===== config.mk =====
export PLATFORM = sky130hd
export DESIGN_NAME = xor_checked_frame_receiver_flat
export DESIGN_NICKNAME = d
export VERILOG_FILES = /design/src/rtl/xcfr_pkg.sv /design/src/rtl/xcfr_req_if.sv /design/src/rtl/xcfr_rsp_if.sv /design/src/rtl/xcfr_dp.sv /design/src/rtl/xcfr_ctrl.sv /design/src/rtl/xor_checked_frame_receiver.sv /design/src/flat_wrapper.sv
export VERILOG_INCLUDE_DIRS = /design/src /design/src/rtl
export SDC_FILE = /design/constraint.sdc
export NUM_CORES = 1
export LEC_CHECK = 0
export BUFFER_PORTS_ARGS = -buffer_cell sky130_fd_sc_hd__buf_2
export CORE_MARGIN = 2
export CORE_UTILIZATION = 55
export CTS_CLUSTER_DIAMETER = 50
export DETAILED_ROUTE_END_ITERATION = 10
export GPL_TIMING_DRIVEN = 0
export PLACE_DENSITY = 0.74
export SYNTH_ARGS = -nofsm -noshare
export SYNTH_HDL_FRONTEND = slang
export SYNTH_SLANG_ARGS = --single-unit

===== constraint.sdc =====
create_clock -name clock -period 3.01 [get_ports clock]
set_input_delay 0.4515 -clock clock [delete_from_list [all_inputs] [get_ports clock]]
set_output_delay 0.4515 -clock clock [all_outputs]
set_load 0.1 [all_outputs]

===== src/rtl/xor_checked_frame_receiver_assert.svh =====
// ----------------------------------------------------------------------------
// xor_checked_frame_receiver_assert.svh
// Assertion helper macros used by the frame receiver sequencer.
// ----------------------------------------------------------------------------
`ifndef XOR_CHECKED_FRAME_RECEIVER_ASSERT_SVH
`define XOR_CHECKED_FRAME_RECEIVER_ASSERT_SVH

// Same-cycle implication, disabled during reset.
`define XCFR_ASSERT_IMPL(label, clk, rst, ante, cons) \
   label: assert property (@(posedge clk) disable iff (rst) (ante) |-> (cons)) \
      else $error("xcfr same-cycle check failed");

// Next-cycle implication, disabled during reset.
`define XCFR_ASSERT_NEXT(label, clk, rst, ante, cons) \
   label: assert property (@(posedge clk) disable iff (rst) (ante) |=> (cons)) \
      else $error("xcfr next-cycle check failed");

`endif


===== src/rtl/xcfr_pkg.sv =====
// ----------------------------------------------------------------------------
// xcfr_pkg
// Constants, types and helpers for the XOR-checked frame receiver.
// ----------------------------------------------------------------------------
package xcfr_pkg;

   localparam int BUF_SIZE = 64;
   localparam int ARG_SIZE = 32;

   localparam int BYTE_W = 8;
   localparam int IDX_W  = 6;                  // arg_index field width
   localparam int FILL_W = $clog2(BUF_SIZE);   // holds 0 .. BUF_SIZE-1
   localparam int ADDR_W = $clog2(BUF_SIZE);
   localparam int ARG_W  = $clog2(ARG_SIZE);   // holds 0 .. ARG_SIZE-1
   localparam int CMP_W  = 8;                  // room for lengths and ARG_SIZE-1

   localparam logic [BYTE_W-1:0] CH_START = 8'h23;  // '#'
   localparam logic [BYTE_W-1:0] CH_END   = 8'h0A;  // '\n'
   localparam logic [BYTE_W-1:0] CH_STAR  = 8'h2A;  // '*'

   // Controller to datapath.
   typedef struct packed {
      logic take_byte;   // input beat accepted this cycle
      logic arg_read;    // fetch argument byte at current index
      logic arg_next;    // advance argument index
   } xcfr_cmd_type;

   // Datapath to controller.
   typedef struct packed {
      logic frame_done;  // current input byte closes a good frame
      logic arg_last;    // current result is the last of the frame
   } xcfr_stat_type;

   // {valid, nibble} for one ASCII hex digit.
   function automatic logic [4:0] hex_digit(input logic [BYTE_W-1:0] c);
      logic [4:0] r;
      r = 5'b0;
      if (c >= 8'h30 && c <= 8'h39) begin
         r = {1'b1, 4'(c - 8'h30)};
      end else if (c >= 8'h41 && c <= 8'h46) begin
         r = {1'b1, 4'(c - 8'h41 + 8'd10)};
      end else if (c >= 8'h61 && c <= 8'h66) begin
         r = {1'b1, 4'(c - 8'h61 + 8'd10)};
      end
      return r;
   endfunction

endpackage


===== src/rtl/xcfr_req_if.sv =====
// ----------------------------------------------------------------------------
// xcfr_req_if
// Valid/ready channel carrying one received byte per beat.
// ----------------------------------------------------------------------------
interface xcfr_req_if;
   import xcfr_pkg::*;

   logic              valid;
   logic              ready;
   logic [BYTE_W-1:0] rx_byte;

   modport source (output valid, output rx_byte, input ready);
   modport sink   (input valid, input rx_byte, output ready);
endinterface


===== src/rtl/xcfr_rsp_if.sv =====
// ----------------------------------------------------------------------------
// xcfr_rsp_if
// Valid/ready channel carrying one decoded frame result per beat.
// ----------------------------------------------------------------------------
interface xcfr_rsp_if;
   import xcfr_pkg::*;

   logic              valid;
   logic              ready;
   logic [BYTE_W-1:0] frame_addr;
   logic [BYTE_W-1:0] frame_cmd;
   logic              has_arg_byte;
   logic [BYTE_W-1:0] arg_byte;
   logic [IDX_W-1:0]  arg_index;
   logic              last_of_frame;

   modport source (output valid, output frame_addr, output frame_cmd,
                   output has_arg_byte, output arg_byte, output arg_index,
                   output last_of_frame, input ready);
   modport sink   (input valid, input frame_addr, input frame_cmd,
                   input has_arg_byte, input arg_byte, input arg_index,
                   input last_of_frame, output ready);
endinterface


===== src/rtl/xcfr_dp.sv =====
// ----------------------------------------------------------------------------
// xcfr_dp
// Frame datapath: byte store, checksum and hex accumulation, argument drain.
// ----------------------------------------------------------------------------
module xcfr_dp (
   input  logic                          clock,
   input  logic                          reset,
   input  logic [xcfr_pkg::BYTE_W-1:0]   rx_byte,
   input  xcfr_pkg::xcfr_cmd_type        cmd,
   output xcfr_pkg::xcfr_stat_type       stat,
   output logic [xcfr_pkg::BYTE_W-1:0]   frame_addr,
   output logic [xcfr_pkg::BYTE_W-1:0]   frame_cmd,
   output logic                          has_arg_byte,
   output logic [xcfr_pkg::BYTE_W-1:0]   arg_byte,
   output logic [xcfr_pkg::IDX_W-1:0]    arg_index,
   output logic                          last_of_frame
);
   import xcfr_pkg::*;

   logic [BYTE_W-1:0] body_mem [BUF_SIZE];

   logic              in_frame_ff, in_frame_in;
   logic [FILL_W-1:0] fill_ff, fill_in;
   logic              star_seen_ff, star_seen_in;
   logic [FILL_W-1:0] star_pos_ff, star_pos_in;
   logic [BYTE_W-1:0] xor_ff, xor_in;
   logic [BYTE_W-1:0] chk_ff, chk_in;
   logic              hex_end_ff, hex_end_in;
   logic [ARG_W-1:0]  arg_len_ff, arg_len_in;
   logic [ARG_W-1:0]  arg_k_ff, arg_k_in;
   logic [BYTE_W-1:0] addr_ff, cmd_ff;
   logic [BYTE_W-1:0] rd_data_ff;

   logic              is_start, is_end, is_star, full;
   logic              frame_ok, store_en;
   logic [4:0]        hex;
   logic [CMP_W-1:0]  blen_m2;
   logic [ADDR_W-1:0] rd_addr;

   assign is_start = (rx_byte == CH_START);
   assign is_end   = (rx_byte == CH_END);
   assign is_star  = (rx_byte == CH_STAR);
   assign full     = (fill_ff >= FILL_W'(BUF_SIZE - 1));
   assign hex      = hex_digit(rx_byte);
   assign frame_ok = star_seen_ff && (star_pos_ff >= FILL_W'(2)) && (xor_ff == chk_ff);
   assign blen_m2  = CMP_W'(star_pos_ff) - CMP_W'(2);
   assign store_en = cmd.take_byte && in_frame_ff && !is_start && !is_end && !full;
   assign rd_addr  = ADDR_W'(arg_k_ff) + ADDR_W'(2);

   assign stat.frame_done = in_frame_ff && is_end && !is_start && frame_ok;
   assign stat.arg_last   = (arg_len_ff == '0) ||
                            (ARG_W'(arg_k_ff) + ARG_W'(1) == arg_len_ff);

   always_comb begin
      in_frame_in  = in_frame_ff;
      fill_in      = fill_ff;
      star_seen_in = star_seen_ff;
      star_pos_in  = star_pos_ff;
      xor_in       = xor_ff;
      chk_in       = chk_ff;
      hex_end_in   = hex_end_ff;
      arg_len_in   = arg_len_ff;
      arg_k_in     = arg_k_ff;

      if (cmd.arg_next) begin
         arg_k_in = arg_k_ff + ARG_W'(1);
      end

      if (cmd.take_byte) begin
         if (is_start || (in_frame_ff && (is_end || full))) begin
            // '#' opens a frame; newline or overflow closes it
            in_frame_in  = is_start;
            fill_in      = '0;
            star_seen_in = 1'b0;
            star_pos_in  = '0;
            xor_in       = '0;
            chk_in       = '0;
            hex_end_in   = 1'b0;
            if (stat.frame_done) begin
               arg_k_in   = '0;
               arg_len_in = (blen_m2 > CMP_W'(ARG_SIZE - 1)) ? ARG_W'(ARG_SIZE - 1)
                                                             : ARG_W'(blen_m2);
            end
         end else if (in_frame_ff) begin
            fill_in = fill_ff + FILL_W'(1);
            if (!star_seen_ff) begin
               if (is_star) begin
                  star_seen_in = 1'b1;
                  star_pos_in  = fill_ff;
               end else begin
                  xor_in = xor_ff ^ rx_byte;
               end
            end else if (!hex_end_ff) begin
               if (hex[4]) begin
                  chk_in = {chk_ff[3:0], hex[3:0]};
               end else begin
                  hex_end_in = 1'b1;
               end
            end
         end
      end
   end

   always_ff @(posedge clock) begin
      if (reset) begin
         in_frame_ff  <= 1'b0;
         fill_ff      <= '0;
         star_seen_ff <= 1'b0;
         star_pos_ff  <= '0;
         xor_ff       <= '0;
         chk_ff       <= '0;
         hex_end_ff   <= 1'b0;
         arg_len_ff   <= '0;
         arg_k_ff     <= '0;
      end else begin
         in_frame_ff  <= in_frame_in;
         fill_ff      <= fill_in;
         star_seen_ff <= star_seen_in;
         star_pos_ff  <= star_pos_in;
         xor_ff       <= xor_in;
         chk_ff       <= chk_in;
         hex_end_ff   <= hex_end_in;
         arg_len_ff   <= arg_len_in;
         arg_k_ff     <= arg_k_in;
      end
   end

   // address and command bytes kept aside so the drain reads one port only
   always_ff @(posedge clock) begin
      if (store_en && fill_ff == FILL_W'(0)) begin
         addr_ff <= rx_byte;
      end
      if (store_en && fill_ff == FILL_W'(1)) begin
         cmd_ff <= rx_byte;
      end
   end

   always_ff @(posedge clock) begin
      if (store_en) begin
         body_mem[ADDR_W'(fill_ff)] <= rx_byte;
      end
   end

   always_ff @(posedge clock) begin
      if (cmd.arg_read) begin
         rd_data_ff <= body_mem[rd_addr];
      end
   end

   assign has_arg_byte  = (arg_len_ff != '0);
   assign frame_addr    = addr_ff;
   assign frame_cmd     = cmd_ff;
   assign arg_byte      = has_arg_byte ? rd_data_ff : '0;
   assign arg_index     = has_arg_byte ? IDX_W'(arg_k_ff) : '0;
   assign last_of_frame = stat.arg_last;

endmodule


===== src/rtl/xcfr_ctrl.sv =====
// ----------------------------------------------------------------------------
// xcfr_ctrl
// Sequencer: takes input beats, then drains an accepted frame's results.
// ----------------------------------------------------------------------------
`include "xor_checked_frame_receiver_assert.svh"

module xcfr_ctrl (
   input  logic                     clock,
   input  logic                     reset,
   input  logic                     req_valid,
   output logic                     req_ready,
   output logic                     rsp_valid,
   input  logic                     rsp_ready,
   input  xcfr_pkg::xcfr_stat_type  stat,
   output xcfr_pkg::xcfr_cmd_type   cmd
);
   import xcfr_pkg::*;

   typedef enum logic [2:0] {
      ST_IDLE = 3'b001,
      ST_LOAD = 3'b010,
      ST_SEND = 3'b100
   } state_type;

   state_type state_ff, state_in;
   logic      rsp_take;

   assign req_ready     = (state_ff == ST_IDLE);
   assign rsp_valid     = (state_ff == ST_SEND);
   assign rsp_take      = rsp_valid && rsp_ready;
   assign cmd.take_byte = req_valid && req_ready;
   assign cmd.arg_read  = (state_ff == ST_LOAD);
   assign cmd.arg_next  = rsp_take && !stat.arg_last;

   always_comb begin
      state_in = state_ff;
      unique case (state_ff)
         ST_IDLE: begin
            if (cmd.take_byte && stat.frame_done) begin
               state_in = ST_LOAD;
            end
         end
         ST_LOAD: begin
            state_in = ST_SEND;
         end
         ST_SEND: begin
            if (rsp_take) begin
               state_in = stat.arg_last ? ST_IDLE : ST_LOAD;
            end
         end
         default: begin
            state_in = ST_IDLE;
         end
      endcase
   end

   always_ff @(posedge clock) begin
      if (reset) begin
         state_ff <= ST_IDLE;
      end else begin
         state_ff <= state_in;
      end
   end

   `XCFR_ASSERT_NEXT(a_good_frame_loads, clock, reset, cmd.take_byte && stat.frame_done, cmd.arg_read)
   `XCFR_ASSERT_NEXT(a_load_then_send, clock, reset, cmd.arg_read, rsp_valid && !req_ready)
   `XCFR_ASSERT_NEXT(a_last_frees_input, clock, reset, rsp_take && stat.arg_last, req_ready)
   `XCFR_ASSERT_IMPL(a_no_overlap, clock, reset, rsp_valid || cmd.arg_read, !req_ready)

endmodule


===== src/rtl/xor_checked_frame_receiver.sv =====
// ----------------------------------------------------------------------------
// xor_checked_frame_receiver
// Parses '#' body '*' hex '\n' frames and emits XOR-checked command results.
// ----------------------------------------------------------------------------
// Each input beat is one received byte. While idle the block takes a byte
// every cycle; a byte is fully absorbed in the cycle it is accepted. When a
// newline closes a frame whose body XOR matches the hex check value, input
// is held off while the frame is drained: one result beat per argument byte
// (or one beat for an empty argument), each read from the body store in the
// load state and then presented in the send state, plus any output stall.
// The number of result beats is the argument length clamped to ARG_SIZE-1,
// or one for an empty argument; the body store has a single read port.
// Rejected, overflowed and out-of-frame bytes never hold off input. The
// body store has no reset and needs no clearing pass.
// ----------------------------------------------------------------------------
module xor_checked_frame_receiver (
   input  logic        clock,
   input  logic        reset,
   xcfr_req_if.sink    req_chan,
   xcfr_rsp_if.source  rsp_chan
);
   import xcfr_pkg::*;

   xcfr_cmd_type  cmd;
   xcfr_stat_type stat;

   // sequencer: handshakes and drain stepping
   xcfr_ctrl u_ctrl (
      .clock     (clock),
      .reset     (reset),
      .req_valid (req_chan.valid),
      .req_ready (req_chan.ready),
      .rsp_valid (rsp_chan.valid),
      .rsp_ready (rsp_chan.ready),
      .stat      (stat),
      .cmd       (cmd)
   );

   // datapath: frame tracking, checksum, body store, result fields
   xcfr_dp u_dp (
      .clock         (clock),
      .reset         (reset),
      .rx_byte       (req_chan.rx_byte),
      .cmd           (cmd),
      .stat          (stat),
      .frame_addr    (rsp_chan.frame_addr),
      .frame_cmd     (rsp_chan.frame_cmd),
      .has_arg_byte  (rsp_chan.has_arg_byte),
      .arg_byte      (rsp_chan.arg_byte),
      .arg_index     (rsp_chan.arg_index),
      .last_of_frame (rsp_chan.last_of_frame)
   );

endmodule


===== src/flat_wrapper.sv =====
// flat-port wrapper written by rule: the top's interface ports become plain ports
module xor_checked_frame_receiver_flat import xcfr_pkg::*;
  (clock, reset, req_chan_valid, req_chan_rx_byte, req_chan_ready, rsp_chan_valid, rsp_chan_frame_addr, rsp_chan_frame_cmd, rsp_chan_has_arg_byte, rsp_chan_arg_byte, rsp_chan_arg_index, rsp_chan_last_of_frame, rsp_chan_ready);
  xcfr_req_if req_chan_i ();
  xcfr_rsp_if rsp_chan_i ();
  input  logic clock;
  input  logic reset;
  input wire logic [$bits(req_chan_i.valid)-1:0] req_chan_valid;
  input wire logic [$bits(req_chan_i.rx_byte)-1:0] req_chan_rx_byte;
  output wire logic [$bits(req_chan_i.ready)-1:0] req_chan_ready;
  output wire logic [$bits(rsp_chan_i.valid)-1:0] rsp_chan_valid;
  output wire logic [$bits(rsp_chan_i.frame_addr)-1:0] rsp_chan_frame_addr;
  output wire logic [$bits(rsp_chan_i.frame_cmd)-1:0] rsp_chan_frame_cmd;
  output wire logic [$bits(rsp_chan_i.has_arg_byte)-1:0] rsp_chan_has_arg_byte;
  output wire logic [$bits(rsp_chan_i.arg_byte)-1:0] rsp_chan_arg_byte;
  output wire logic [$bits(rsp_chan_i.arg_index)-1:0] rsp_chan_arg_index;
  output wire logic [$bits(rsp_chan_i.last_of_frame)-1:0] rsp_chan_last_of_frame;
  input wire logic [$bits(rsp_chan_i.ready)-1:0] rsp_chan_ready;
  assign req_chan_i.valid = req_chan_valid;
  assign req_chan_i.rx_byte = req_chan_rx_byte;
  assign req_chan_ready = req_chan_i.ready;
  assign rsp_chan_valid = rsp_chan_i.valid;
  assign rsp_chan_frame_addr = rsp_chan_i.frame_addr;
  assign rsp_chan_frame_cmd = rsp_chan_i.frame_cmd;
  assign rsp_chan_has_arg_byte = rsp_chan_i.has_arg_byte;
  assign rsp_chan_arg_byte = rsp_chan_i.arg_byte;
  assign rsp_chan_arg_index = rsp_chan_i.arg_index;
  assign rsp_chan_last_of_frame = rsp_chan_i.last_of_frame;
  assign rsp_chan_i.ready = rsp_chan_ready;
  xor_checked_frame_receiver u_core (.clock(clock), .reset(reset), .req_chan(req_chan_i), .rsp_chan(rsp_chan_i));
endmodule

[After elaboration in Yosys (flattened, before gate mapping)]
Memory sizes are Yosys's and may differ from the RTL's. A register that Yosys moved wholly into a read port is not among the register bits.
Cells that the tools add are included.
Operators by class
  $add $sub $neg: 9
  multiply operators: 0
  divide/modulo/power cells: 0
  magnitude comparators: 9
  equal/unequal tests: 14
  shifts and indexed selects: 0
  muxes and demuxes: 40
  bitwise operators: 1
  reductions and logical operators: 41
Operators with widths (count)
  $mux W8: 10
  $mux W5: 9
  $mux W6: 6
  $logic_and A1 B1 Y1: 19
  $eq A8 B6 Y1 const B: 2
  $ge A8 B7 Y1 const B: 2
  $le A8 B7 Y1 const B: 2
  $sub A4 B1 Y4 const B: 3
  $mux W1: 11
  $ne A2 B1 Y1 const B: 5
  $pmux W3 S3: 1
  $add A4 B4 Y4 const B: 2
  $eq A8 B4 Y1 const B: 1
  $eq A8 B8 Y1: 1
  $ge A8 B6 Y1 const B: 1
  $gt A8 B5 Y1 const B: 1
  $le A8 B6 Y1 const B: 1
  $reduce_and A4 Y1: 2
  $reduce_bool A2 Y1: 4
  $xor A8 B8 Y8: 1
  $sub A6 B2 Y7 const B: 1
  $add A5 B2 Y6 const B: 1
  $add A6 B1 Y6 const B: 1
  $eq A6 B1 Y1 const B: 1
  17 further kinds: 26
Storage, ports and cells
  flip-flop bits (word level): 60
  latch bits: 0
  RAM bits: 512
  memory bits (read-only): 0
  input port bits: 12
  output and inout port bits: 34
  logic and storage cells: 127
  memories: 1
Memories
  u_core.u_dp.body_mem: words 64, bits a word 8, rd ports 1, clocked after memory_dff 1, write ports 1, line xcfr_dp.sv:20  | logic [BYTE_W-1:0] body_mem [BUF_SIZE];

[Logic depth before layout (Yosys ltp)]
Gate-level depths: netlist of the first run.
  word-level depth: 10
  gate-level depth with buffers: 9
  mapped depth without buffers: 7

[By module]
From an unflattened synthesis of the first run, not the netlist that was laid out.
Unflattened totals
  cell total of the unflattened synthesis: 1070
  area, all modules: 17685.7 µm²
Modules (own cells, without submodules)
  xcfr_dp: instances 1, cells an instance 1049, area each 17500.5 µm², sequential area each 12351.8 µm²
  xcfr_ctrl: instances 1, cells an instance 21, area each 185.2 µm², sequential area each 60.1 µm²

[Worst setup path after synthesis of the first run]
Ideal clock, no wire load.
  kind: register to register
  start point: register u_core.u_ctrl.state_ff[0]
  end point: register u_core.u_dp.fill_ff[2]
  library setup time: 0.117 ns
  arrival time: 3.666 ns
  required time: 2.893 ns
  path slack: -0.774 ns
  stages on the path, launching flop included: 7
  path buffers: 1
  clock period less this slack: 3.784 ns
  path through: dfxtp_1 nor3b_1 and2_1 o21ai_0 nand2_1 buf_2 nor2_1
On the way
  longest elaborated chain between the ends: 3
RTL lines
  start, declared: line xcfr_ctrl.sv:25  | state_type state_ff, state_in;
  start signal, assigned: line xcfr_ctrl.sv:61  | state_ff <= state_in;
  $eq A3 B1 Y1: line xcfr_ctrl.sv:28  | assign req_ready = (state_ff == ST_IDLE);
  named net req_chan_ready: line flat_wrapper.sv:10  | output wire logic [$bits(req_chan_i.ready)-1:0] req_chan_ready;
  $logic_and A1 B1 Y1: line xcfr_ctrl.sv:31  | assign cmd.take_byte = req_valid && req_ready;
  $reduce_and A2 Y1 (no source line)
  end signal, assigned: line xcfr_dp.sv:117  | fill_ff <= fill_in;
  end, declared: line xcfr_dp.sv:23  | logic [FILL_W-1:0] fill_ff, fill_in;
The timed path passes the listed nets, and every way through them passes these cells.
A chain may end at the register's enable or synchronous reset.

[Final worst setup path of the first run]
  start point: register u_core.u_dp.arg_k_ff[1]
  end point: register u_core.u_dp.rd_data_ff[4] (read register of u_core.u_dp.body_mem) (data pin)
On the way
  longest elaborated chain between the ends: 1
RTL lines
  start, declared: line xcfr_dp.sv:30  | logic [ARG_W-1:0] arg_k_ff, arg_k_in;
  start signal, assigned: line xcfr_dp.sv:124  | arg_k_ff <= arg_k_in;
  $add A5 B2 Y6: line xcfr_dp.sv:48  | assign rd_addr = ADDR_W'(arg_k_ff) + ADDR_W'(2);
  end, declared: line xcfr_dp.sv:32  | logic [BYTE_W-1:0] rd_data_ff;
No other way between the ends.

==> results of run 1 <==
## timing repair
| item | CTS | global route |
|---|---|---|
| resized for setup | 41 | 27 |
| setup endpoints to repair | 421 | 320 |
| pin swaps | 0 | 2 |
| buffers inserted | 0 | 1 |
## how the worst max path moves through the flow
stage | start | end | cells after the start
after floorplan | u_core.u_dp.arg_len_ff[4] | rsp_chan_arg_byte[2] | 5
after global placement | req_chan_rx_byte[0] | u_core.u_dp.frame_cmd[0] | 8
after detailed placement | req_chan_rx_byte[0] | u_core.u_dp.frame_addr[2] | 8
after CTS | req_chan_rx_byte[2] | u_core.u_dp.body_mem[17][6] | 8
after global routing | u_core.u_ctrl.state_ff[1] | u_core.u_dp.body_mem[32][1] | 6
final | u_core.u_dp.arg_k_ff[1] | u_core.u_dp.rd_data_ff[4] | 7
## per-stage QoR
| step | total power (uW) | worst slack [ns] | std cells | hold WS, ns | utilization |
|---|---|---|---|---|---|
| after floorplan | 7140 | 0.0345 | 1093 | 0.442 | - |
| after global placement | 7260 | -1.22 | 1585 | 0.461 | 0.585 |
| after detailed placement | 7270 | -1.34 | 1586 | 0.461 | 0.585 |
| after CTS | 12800 | -0.0849 | 1670 | 0.209 | 0.633 |
| after global routing | 13000 | 0.00755 | 1670 | 0.247 | 0.636 |
| final | 12700 | 0.0807 | 1670 | 0.227 | 0.636 |
## metal layers
layer | track usage | up-vias
met1 | 0.332 | 5225
met3 | 0.0434 | 76
met2 | 0.387 | 449
met4 | 0.0674 | 0
met5 | 0 | -
li1 | - | 4520
## power by group through the flow
stage                     sequential (uW)  combinational [uW]  clock, uW
after detailed placement             7090                 175          0
final                                6950                 178       5580
after floorplan                      7090                51.5          0
after global routing                 6950                 196       5890
after global placement               7090                 168          0
after CTS                            6950                 177       5670
## kinds of logic after synthesis
group	count (synthesis)	share of synthesized area
xor gates and xnor gates	34	0.0157
other	1	0.000198
buffers and inverters	87	0.0219
and+or+nand+nor	262	0.0722
muxes	132	0.136
DFF	460	0.707
adders and majority gates	10	0.00661
AOI/OAI and AO/OA	107	0.0407
## sequential cells by signal, indices dropped and copies added, names as in the netlist
name                      count
u_core.u_dp.hex_end_ff        1
u_core.u_dp.frame_cmd         8
u_core.u_dp.arg_k_ff          5
u_core.u_dp.xor_ff            8
u_core.u_dp.star_seen_ff      1
u_core.u_dp.fill_ff           6
u_core.u_dp.chk_ff            8
u_core.u_dp.frame_addr        8
u_core.u_ctrl.state_ff        3
u_core.u_dp.in_frame_ff       1
u_core.u_dp.star_pos_ff       6
u_core.u_dp.body_mem        392
u_core.u_dp.arg_len_ff        5
u_core.u_dp.rd_data_ff        8
## worst max-delay path, delay by kind of cell, from the launching register on
kind | cells | cell delay, ns
xor gates and xnor gates | 1 | 0.70
DFF | 1 | 0.34
buffers and inverters | 1 | 0.50
AOI/OAI and AO/OA | 4 | 0.86
adders and majority gates | 1 | 0.29
## layout make-up
| type | instances | area share |
|---|---|---|
| inverters | 23 | 0.00403 |
| repair buffers | 46 | 0.0136 |
| clock inverters | 33 | 0.0138 |
| plain buffers | 61 | 0.0151 |
| clock buffers | 53 | 0.0554 |
| flip-flops and latches | 460 | 0.624 |
| multi-input cells | 546 | 0.248 |
| well taps | 448 | 0.0262 |
## placed cells by master (no fill, tap or decap), types with 9 or more instances in the layout
cell,synthesis,final
clkbuf_1,25,28
nor3_1,11,11
clkbuf_16,0,46
nor2_1,105,67
dfxtp_1,44,44
ha_1,10,10
buf_4,8,12
buf_2,17,52
xor2_1,12,12
clkinv_1,0,9
nor4_1,14,14
buf_6,5,11
and2_1,18,18
nor2_2,0,30
mux4_2,99,99
mux2_2,12,12
o21ai_0,16,16
inv_1,23,23
nand3_1,20,20
mux2i_1,21,21
clkinv_2,0,10
a21oi_1,30,30
nand2_1,31,31
xnor2_1,22,22
edfxtp_1,416,416
==> qor.yml, run 1 <==
power_and_ir_drop:
  powerDensity_nw_per_um2: 593
  power.internal_uw: 10200
  pwr-share-comb: 0.014
  clockPowerShare: 0.439
  p_leak_uw: 0.00670
  vdd_ir_drop_max_v: 0.000563
  switching_power_uw: 2530
  swShare: 0.199
  p_seq_frac: 0.547
critical_path:
  crit_fanout: 10
  cp_slowest_cell: "xnor2_1"
  slowest_delay_ns: 0.70
  reg2reg_to: "u_core.u_dp.rd_data_ff[4]"
  crit_arrival_ns: 3.24
  end_kind: "flop"
  cp-start-kind: "flop"
  rr_worst_depth: 7
  cp_cell_sequence: "ha_1, xnor2_1, clkbuf_1, a21oi_1, a31oi_1, o21ai_0, a211oi_1"
  path_class: "flop to flop"
  critPathRequiredTime_ns: 3.33
  rrSetupSlack_ns: 0.08
  regToRegStartpoint: "u_core.u_dp.arg_k_ff[1]"
placed_design:
  dp_hpwl_um: 26700
  place_area_um2: 19700
  numPortBuffers: 44
  gp_congestion: 0.871
sta:
  rsz0062_at_grt: "false"
  finalHoldViolCount: 0
  tns_ns: 0
  fin_crit_ns: 2.93
  post-route-period-util: 0.973
  setup_violations: 0
  fmax_mhz: 341
  maxSlewHeadroom: 0.425
  maxSlewViolCount: 0
  clock_skew_ns: 0.0121
  worstMarginPinSlew_ns: 0.863
clocking:
  htreeDepth: 2
  clk_latency_ns: 0.55
  cts_tree: "yes"
  root_buffer: "clkbuf_16"
  max-clock-path-buffers: 3
  cts-buffers-inserted: 46
  clkSinkCount: 460
  clkTransAtPathRegs_ns: 0.06
  ctsHoldBuffers: 0
drt:
  first_iter_violations: 1127
  wl_per_cell_um: 24.9
  detail_route.first_pass.iterations: 5
  detail_route.wirelength_um: 41600
  antenna_left: 0
  drc: 0
  vias: 10270
  wl_met3_um: 3320
  dr_wl_met2_um: 20400
  wl_met1_um: 16800
  top_layer_used: "met4"
  via_per_inst: 6.15
die:
  core_area_um2: 33700
  die_y_um: 190
  die_w_um: 190
  die-area_um2: 35900
  ios: 46
  start_util: 0.562
  num_rows: 67
yosys:
  syn_area_um2: 18900
  syn_area_per_cell_um2: 17.3
  synth_most_common_cell: "edfxtp_1"
  ys_top_cells_by_area: "edfxtp_1 66%, mux4_2 12%, dfxtp_1 4.7%"
  seq_area_frac_synth: 0.707
  synthCells: 1093
  syn_nets: 1115
  synth_edf_count: 416
  yosysWarnings: 0
  synthArstFlopShare: 0
  ys_ff_latch: 460
  ys.flop_type: "edfxtp_1"
  synth.distinct_cells: 72
  synth_top_area_share: 0.660
  synth_top_cell_by_area: "edfxtp_1"
  synthTopCellsByCount: "416 x edfxtp_1, 105 x nor2_1, 99 x mux4_2"
global_route:
  overflow: 0
  grt_max_degree: 59
  antenna_found_initial: 0
  grtUsageTotal: 0.237
  grt_pass1_vias: 10348
  grt_pass1_wl_um: 63200
final_layout:
  regArea_um2: 13400
  antenna_cells: 0
  multiInputGateArea_um2: 5310
  final_cell_area_um2: 21400
  syn2layout_area_growth_pct: 13.2
  nFillCells: 2344
  drive_gt1_frac: 0.262
  nets: 1206
worst_hold_path:
  hold_depth: 4
  holdPathEnd: "u_core.u_ctrl.state_ff[0]"
  min_path_type: "primary input to flop"
  hp-start: "req_chan_valid"
job:
  cap_viol_max_count: 0
status:
  status: "finished clean"
(Power assumes the default switching activity.)
==> run 2: changes to the inputs <==
Settings changed: CELL_PAD_IN_SITES_DETAIL_PLACEMENT from default to 0, CELL_PAD_IN_SITES_GLOBAL_PLACEMENT from default to 2, CORE_UTILIZATION 55 to 42, CTS_CLUSTER_DIAMETER 50 to default, PLACE_DENSITY 0.74 to default, PLACE_DENSITY_LB_ADDON from default to 0.1.
==> qor.yml, run 2 (same netlist as run 1, synthesis figures left out) <==
status:
  status: "finished clean"
drt:
  vias: 10067
  via_per_inst: 5.53
  detail_route.wirelength_um: 47600
  drc: 0
  wl_per_cell_um: 26.1
  antenna_left: 0
  detail_route.first_pass.iterations: 5
  first_iter_violations: 692
critical_path:
  crit_arrival_ns: 3.16
  slowest_delay_ns: 0.53
  critPathRequiredTime_ns: 3.23
  crit_fanout: 58
  cp-start-kind: "primary input"
  crit_family: "simple AND/OR/NAND/NOR gates"
  rr_worst_depth: 6
  rrSetupSlack_ns: 0.10
  path_class: "primary input to flop"
  critPathBufInv: 2
  end_kind: "flop"
  cp_slowest_cell: "or4b_1"
  reg2reg_to: "u_core.u_dp.body_mem[22][0]"
  cp_cell_sequence: "buf_4, ha_1, and4bb_4, a21oi_2, o2111ai_1, or4b_1, clkbuf_1, nor2_2"
  regToRegStartpoint: "u_core.u_ctrl.state_ff[2]"
power_and_ir_drop:
  p_leak_uw: 0.00672
  powerDensity_nw_per_um2: 596
  swShare: 0.202
  pwr-share-comb: 0.015
  power.internal_uw: 10300
  vdd_ir_drop_max_v: 0.000419
  switching_power_uw: 2610
  clockPowerShare: 0.448
  p_seq_frac: 0.537
die:
  die_w_um: 216
  ios: 46
  num_rows: 77
  core_area_um2: 44300
  die_y_um: 216
  start_util: 0.427
  die-area_um2: 46800
placed_design:
  dp_hpwl_um: 30600
  numPortBuffers: 44
  pre_cts_ws_ns: -1.66
  gp_congestion: 0.779
sta:
  setup_violations: 0
  fin_ws_ns: 0.0665
  clock_skew_ns: 0.0172
  finalHoldViolCount: 0
  post-route-period-util: 0.978
  rsz0062_at_grt: "true"
  maxSlewHeadroom: 0.392
  worstMarginPinSlew_ns: 0.909
  fmax_mhz: 340
  maxSlewViolCount: 0
  fin_crit_ns: 2.94
global_route:
  grt_pass1_wl_um: 70200
  grtUsageTotal: 0.208
  grt_max_degree: 59
  antenna_found_initial: 1
  overflow: 0
  grt_pass1_vias: 10187
final_layout:
  drive_gt1_frac: 0.259
  final_cell_mix: "416 x edfxtp_1, 99 x mux4_2, 67 x nor2_1"
  final_common_cell: "edfxtp_1"
  finalCoreUtilization: 0.490
  nets: 1211
  top_register: "u_core.u_dp.body_mem"
  nFillCells: 3791
  antenna_cells: 0
  largest_reg_flops: 392
  syn2layout_area_growth_pct: 14.6
worst_hold_path:
  hp-start: "rsp_chan_ready"
  min_path_type: "primary input to flop"
  holdPathEnd: "u_core.u_ctrl.state_ff[0]"
  hold_depth: 3
clocking:
  ctsHoldBuffers: 0
  clkTransAtPathRegs_ns: 0.06
  clkSinkCount: 460
  htreeDepth: 2
  max-clock-path-buffers: 3
  clk_latency_ns: 0.59
  cts-buffers-inserted: 49
  cts_tree: "yes"
  root_buffer: "clkbuf_16"
job:
  cap_viol_max_count: 0
run 2: cell count changes in the layout (fill, tap and decap cells not counted), sizes merged:
cell	change
buf	-7
clkbuf	+17
clkinvlp	-1
bufinv	-1
clkdlybuf4s15	+1
inv	-2
run 2: cell type report:
class,instances,area (um^2),area share
inverter,23,86.3,0.00398
clock buffer,62,1320,0.0607
timing repair buffer,47,312,0.0144
sequential,460,13400,0.616
buffer,62,339,0.0156
clock inverter,29,214,0.00986
tap,592,741,0.0341
multi-input combinational,546,5320,0.245
run 2: metal layers:
layer  vias to the layer above  track usage  share of wire
met3                        60       0.0364          0.045
li1                       4536            -              -
met1                      5251        0.298           0.46
met5                         -            0              0
met4                         0       0.0482          0.018
met2                       220        0.335           0.48
run 2: timing repair:
action | in CTS | in global routing
pin swaps | 2 | 0
setup endpoints to repair | 420 | 395
gates resized for setup | 60 | 17
buffers inserted | 2 | 0
run 2: power by group through the flow:
| stage | combinational, uW | sequential [uW] | clock [uW] |
|---|---|---|---|
| detailed placement | 193 | 7090 | 0 |
| floorplan | 51.5 | 7090 | 0 |
| global placement | 187 | 7090 | 0 |
| global route | 209 | 6950 | 6180 |
| finish | 189 | 6950 | 5800 |
| CTS | 196 | 6950 | 5930 |
run 2: worst max-delay path by stage:
stage,end,depth (start not counted),startpoint
floorplan,rsp_chan_arg_byte[2],5,u_core.u_dp.arg_len_ff[4]
global placement,u_core.u_dp.frame_addr[1],8,req_chan_rx_byte[2]
detailed placement,u_core.u_dp.frame_cmd[1],8,req_chan_rx_byte[2]
CTS,u_core.u_dp.body_mem[32][7],8,req_chan_rx_byte[0]
global route,u_core.u_dp.body_mem[29][0],5,u_core.u_ctrl.state_ff[0]
finish,u_core.u_dp.body_mem[22][0],8,req_chan_rx_byte[1]
run 2: tightest hold or removal path, delay by kind of cell:
kind / cells / cell delay (ns)
buf+inv: 1 / 0.13
compound gates: 1 / 0.08
simple gates: 1 / 0.08
run 2: stage by stage:
stage                     total power, uW  instance area, um^2  instances  hold slack [ns]  setup TNS [ns]
after floorplan                      7140                18900       1093            0.442               0
after CTS                           13100                21600       1821            0.162               0
after global placement               7280                19900       1729            0.472         -453.02
after detailed placement             7290                19900       1730            0.478         -474.29
after global routing                13300                21700       1821            0.191           -3.77
final                               12900                21700       1821            0.193               0
==> run 3: changes to the inputs <==
Settings changed: CORE_MARGIN 2 to default.
==> qor.yml, run 3 (same netlist as run 1, synthesis figures left out) <==
die:
  start_util: 0.427
  num_rows: 77
  die-area_um2: 45900
  die_w_um: 214
  ios: 46
  core_area_um2: 44300
  die_y_um: 214
global_route:
  overflow: 0
  grt_pass1_vias: 10296
  grt_pass1_wl_um: 69700
  grtUsageTotal: 0.209
  antenna_found_initial: 0
  grt_max_degree: 59
drt:
  detail_route.wirelength_um: 47000
  via_per_inst: 5.48
  vias: 10004
  first_iter_violations: 784
  detail_route.first_pass.iterations: 6
  antenna_left: 0
  wl_per_cell_um: 25.7
  drc: 0
final_layout:
  largest_reg_flops: 392
  regArea_um2: 13400
  nFillCells: 3804
  final_cell_area_um2: 21900
  fin_cells: 1827
  final_common_cell: "edfxtp_1"
  final_cell_mix: "416 x edfxtp_1, 99 x mux4_2, 71 x nor2_1"
  syn2layout_area_growth_pct: 15.7
  multiInputGateArea_um2: 5300
  nets: 1215
  drive_gt1_frac: 0.267
  top_register: "u_core.u_dp.body_mem"
clocking:
  cts_tree: "yes"
  clkSinkCount: 460
  cts-buffers-inserted: 50
  root_buffer: "clkbuf_16"
  clk_latency_ns: 0.59
  clkTransAtPathRegs_ns: 0.06
  max-clock-path-buffers: 3
  htreeDepth: 2
placed_design:
  dp_cells: 1730
  gp_congestion: 0.806
  pre_cts_ws_ns: -1.56
  dp_hpwl_um: 30400
  numPortBuffers: 44
  place_area_um2: 19900
critical_path:
  crit_arrival_ns: 3.15
  cp_slowest_cell: "or4b_1"
  crit_family: "simple AND/OR/NAND/NOR gates"
  crit_fanout: 8
  critPathRequiredTime_ns: 3.24
  slowest_delay_ns: 0.60
  cp-start-kind: "flop"
  end_kind: "flop"
  cp_cell_sequence: "nand4bb_1, a21oi_2, o2111ai_1, or4b_1, clkbuf_1, nor2_2"
  critPathBufInv: 1
  path_class: "flop to flop"
sta:
  post-route-period-util: 0.971
  rsz0062_at_grt: "true"
  setup_violations: 0
  worstMarginPinSlew_ns: 0.931
  fin_ws_ns: 0.0879
  maxSlewViolCount: 0
  fin_crit_ns: 2.92
  finalHoldViolCount: 0
  clock_skew_ns: 0.0179
  maxSlewHeadroom: 0.379
  fmax_mhz: 342
power_and_ir_drop:
  powerDensity_nw_per_um2: 620
  vdd_ir_drop_max_v: 0.000506
  p_leak_uw: 0.00683
worst_hold_path:
  min_path_type: "primary input to flop"
job:
  cap_viol_max_count: 0
status:
  status: "finished clean"
-- run 3: path summary, 6_finish.rpt --
kind | start | end | slack, ns | cells past startpoint
worst max-delay path | u_core.u_ctrl.state_ff[1] | u_core.u_dp.body_mem[36][1] | 0.09 | 6
worst min-delay path | rsp_chan_ready | u_core.u_ctrl.state_ff[0] | 0.20 | 3
worst max register to register | u_core.u_ctrl.state_ff[1] | u_core.u_dp.body_mem[36][1] | 0.09 | 6
worst min register to register | u_core.u_dp.star_pos_ff[0] | u_core.u_dp.star_pos_ff[0] | 0.48 | 1
-- run 3: power by group --
part	total, uW	switching (uW)	internal, uW
sequential	6950	0.327	6950
clock	6440	2570	3870
combinational	186	156	30.1
total	13600	2720	10900
-- run 3: worst reg2reg max path, delay by kind of cell, from the launching register on --
family / cells / cell delay, ns
buffers and inverters: 1 / 0.26
DFF: 1 / 0.38
and+or+nand+nor: 3 / 1.45
AOI/OAI and AO/OA: 2 / 0.48
-- run 3: repair_timing --
action	4_1_cts	5_1_grt
hold buffers	0	0
buffers inserted	0	5
pin swaps	1	2
endpoints found under the setup margin	416	381
gates resized for setup	52	20
-- run 3: routing by layer --
| layer | vias up | global-route usage | share of wire |
|---|---|---|---|
| met1 | 5193 | 0.289 | 0.44 |
| met5 | - | 0 | 0 |
| met4 | 0 | 0.0617 | 0.023 |
| met3 | 65 | 0.0296 | 0.040 |
| li1 | 4543 | - | - |
| met2 | 203 | 0.345 | 0.49 |
-- run 3: area by class of cell --
class	instances	area share
diodes	1	0.000114
multi-input cells	546	0.242
well taps	592	0.0338
repair buffers	50	0.0154
clock inverters	39	0.0202
inverters	23	0.00394
clock buffers	54	0.0588
flip-flops and latches	460	0.611
plain buffers	62	0.0154
-- run 3: stage by stage --
step | hold slack, ns | utilization | setup TNS, ns | total power, uW
detailed placement | 0.463 | 0.449 | -470.85 | 7280
global placement | 0.461 | 0.449 | -436.31 | 7280
CTS | 0.163 | 0.492 | 0 | 13700
floorplan | 0.442 | - | 0 | 7140
global route | 0.192 | 0.494 | -10.45 | 14000
finish | 0.202 | 0.494 | 0 | 13600
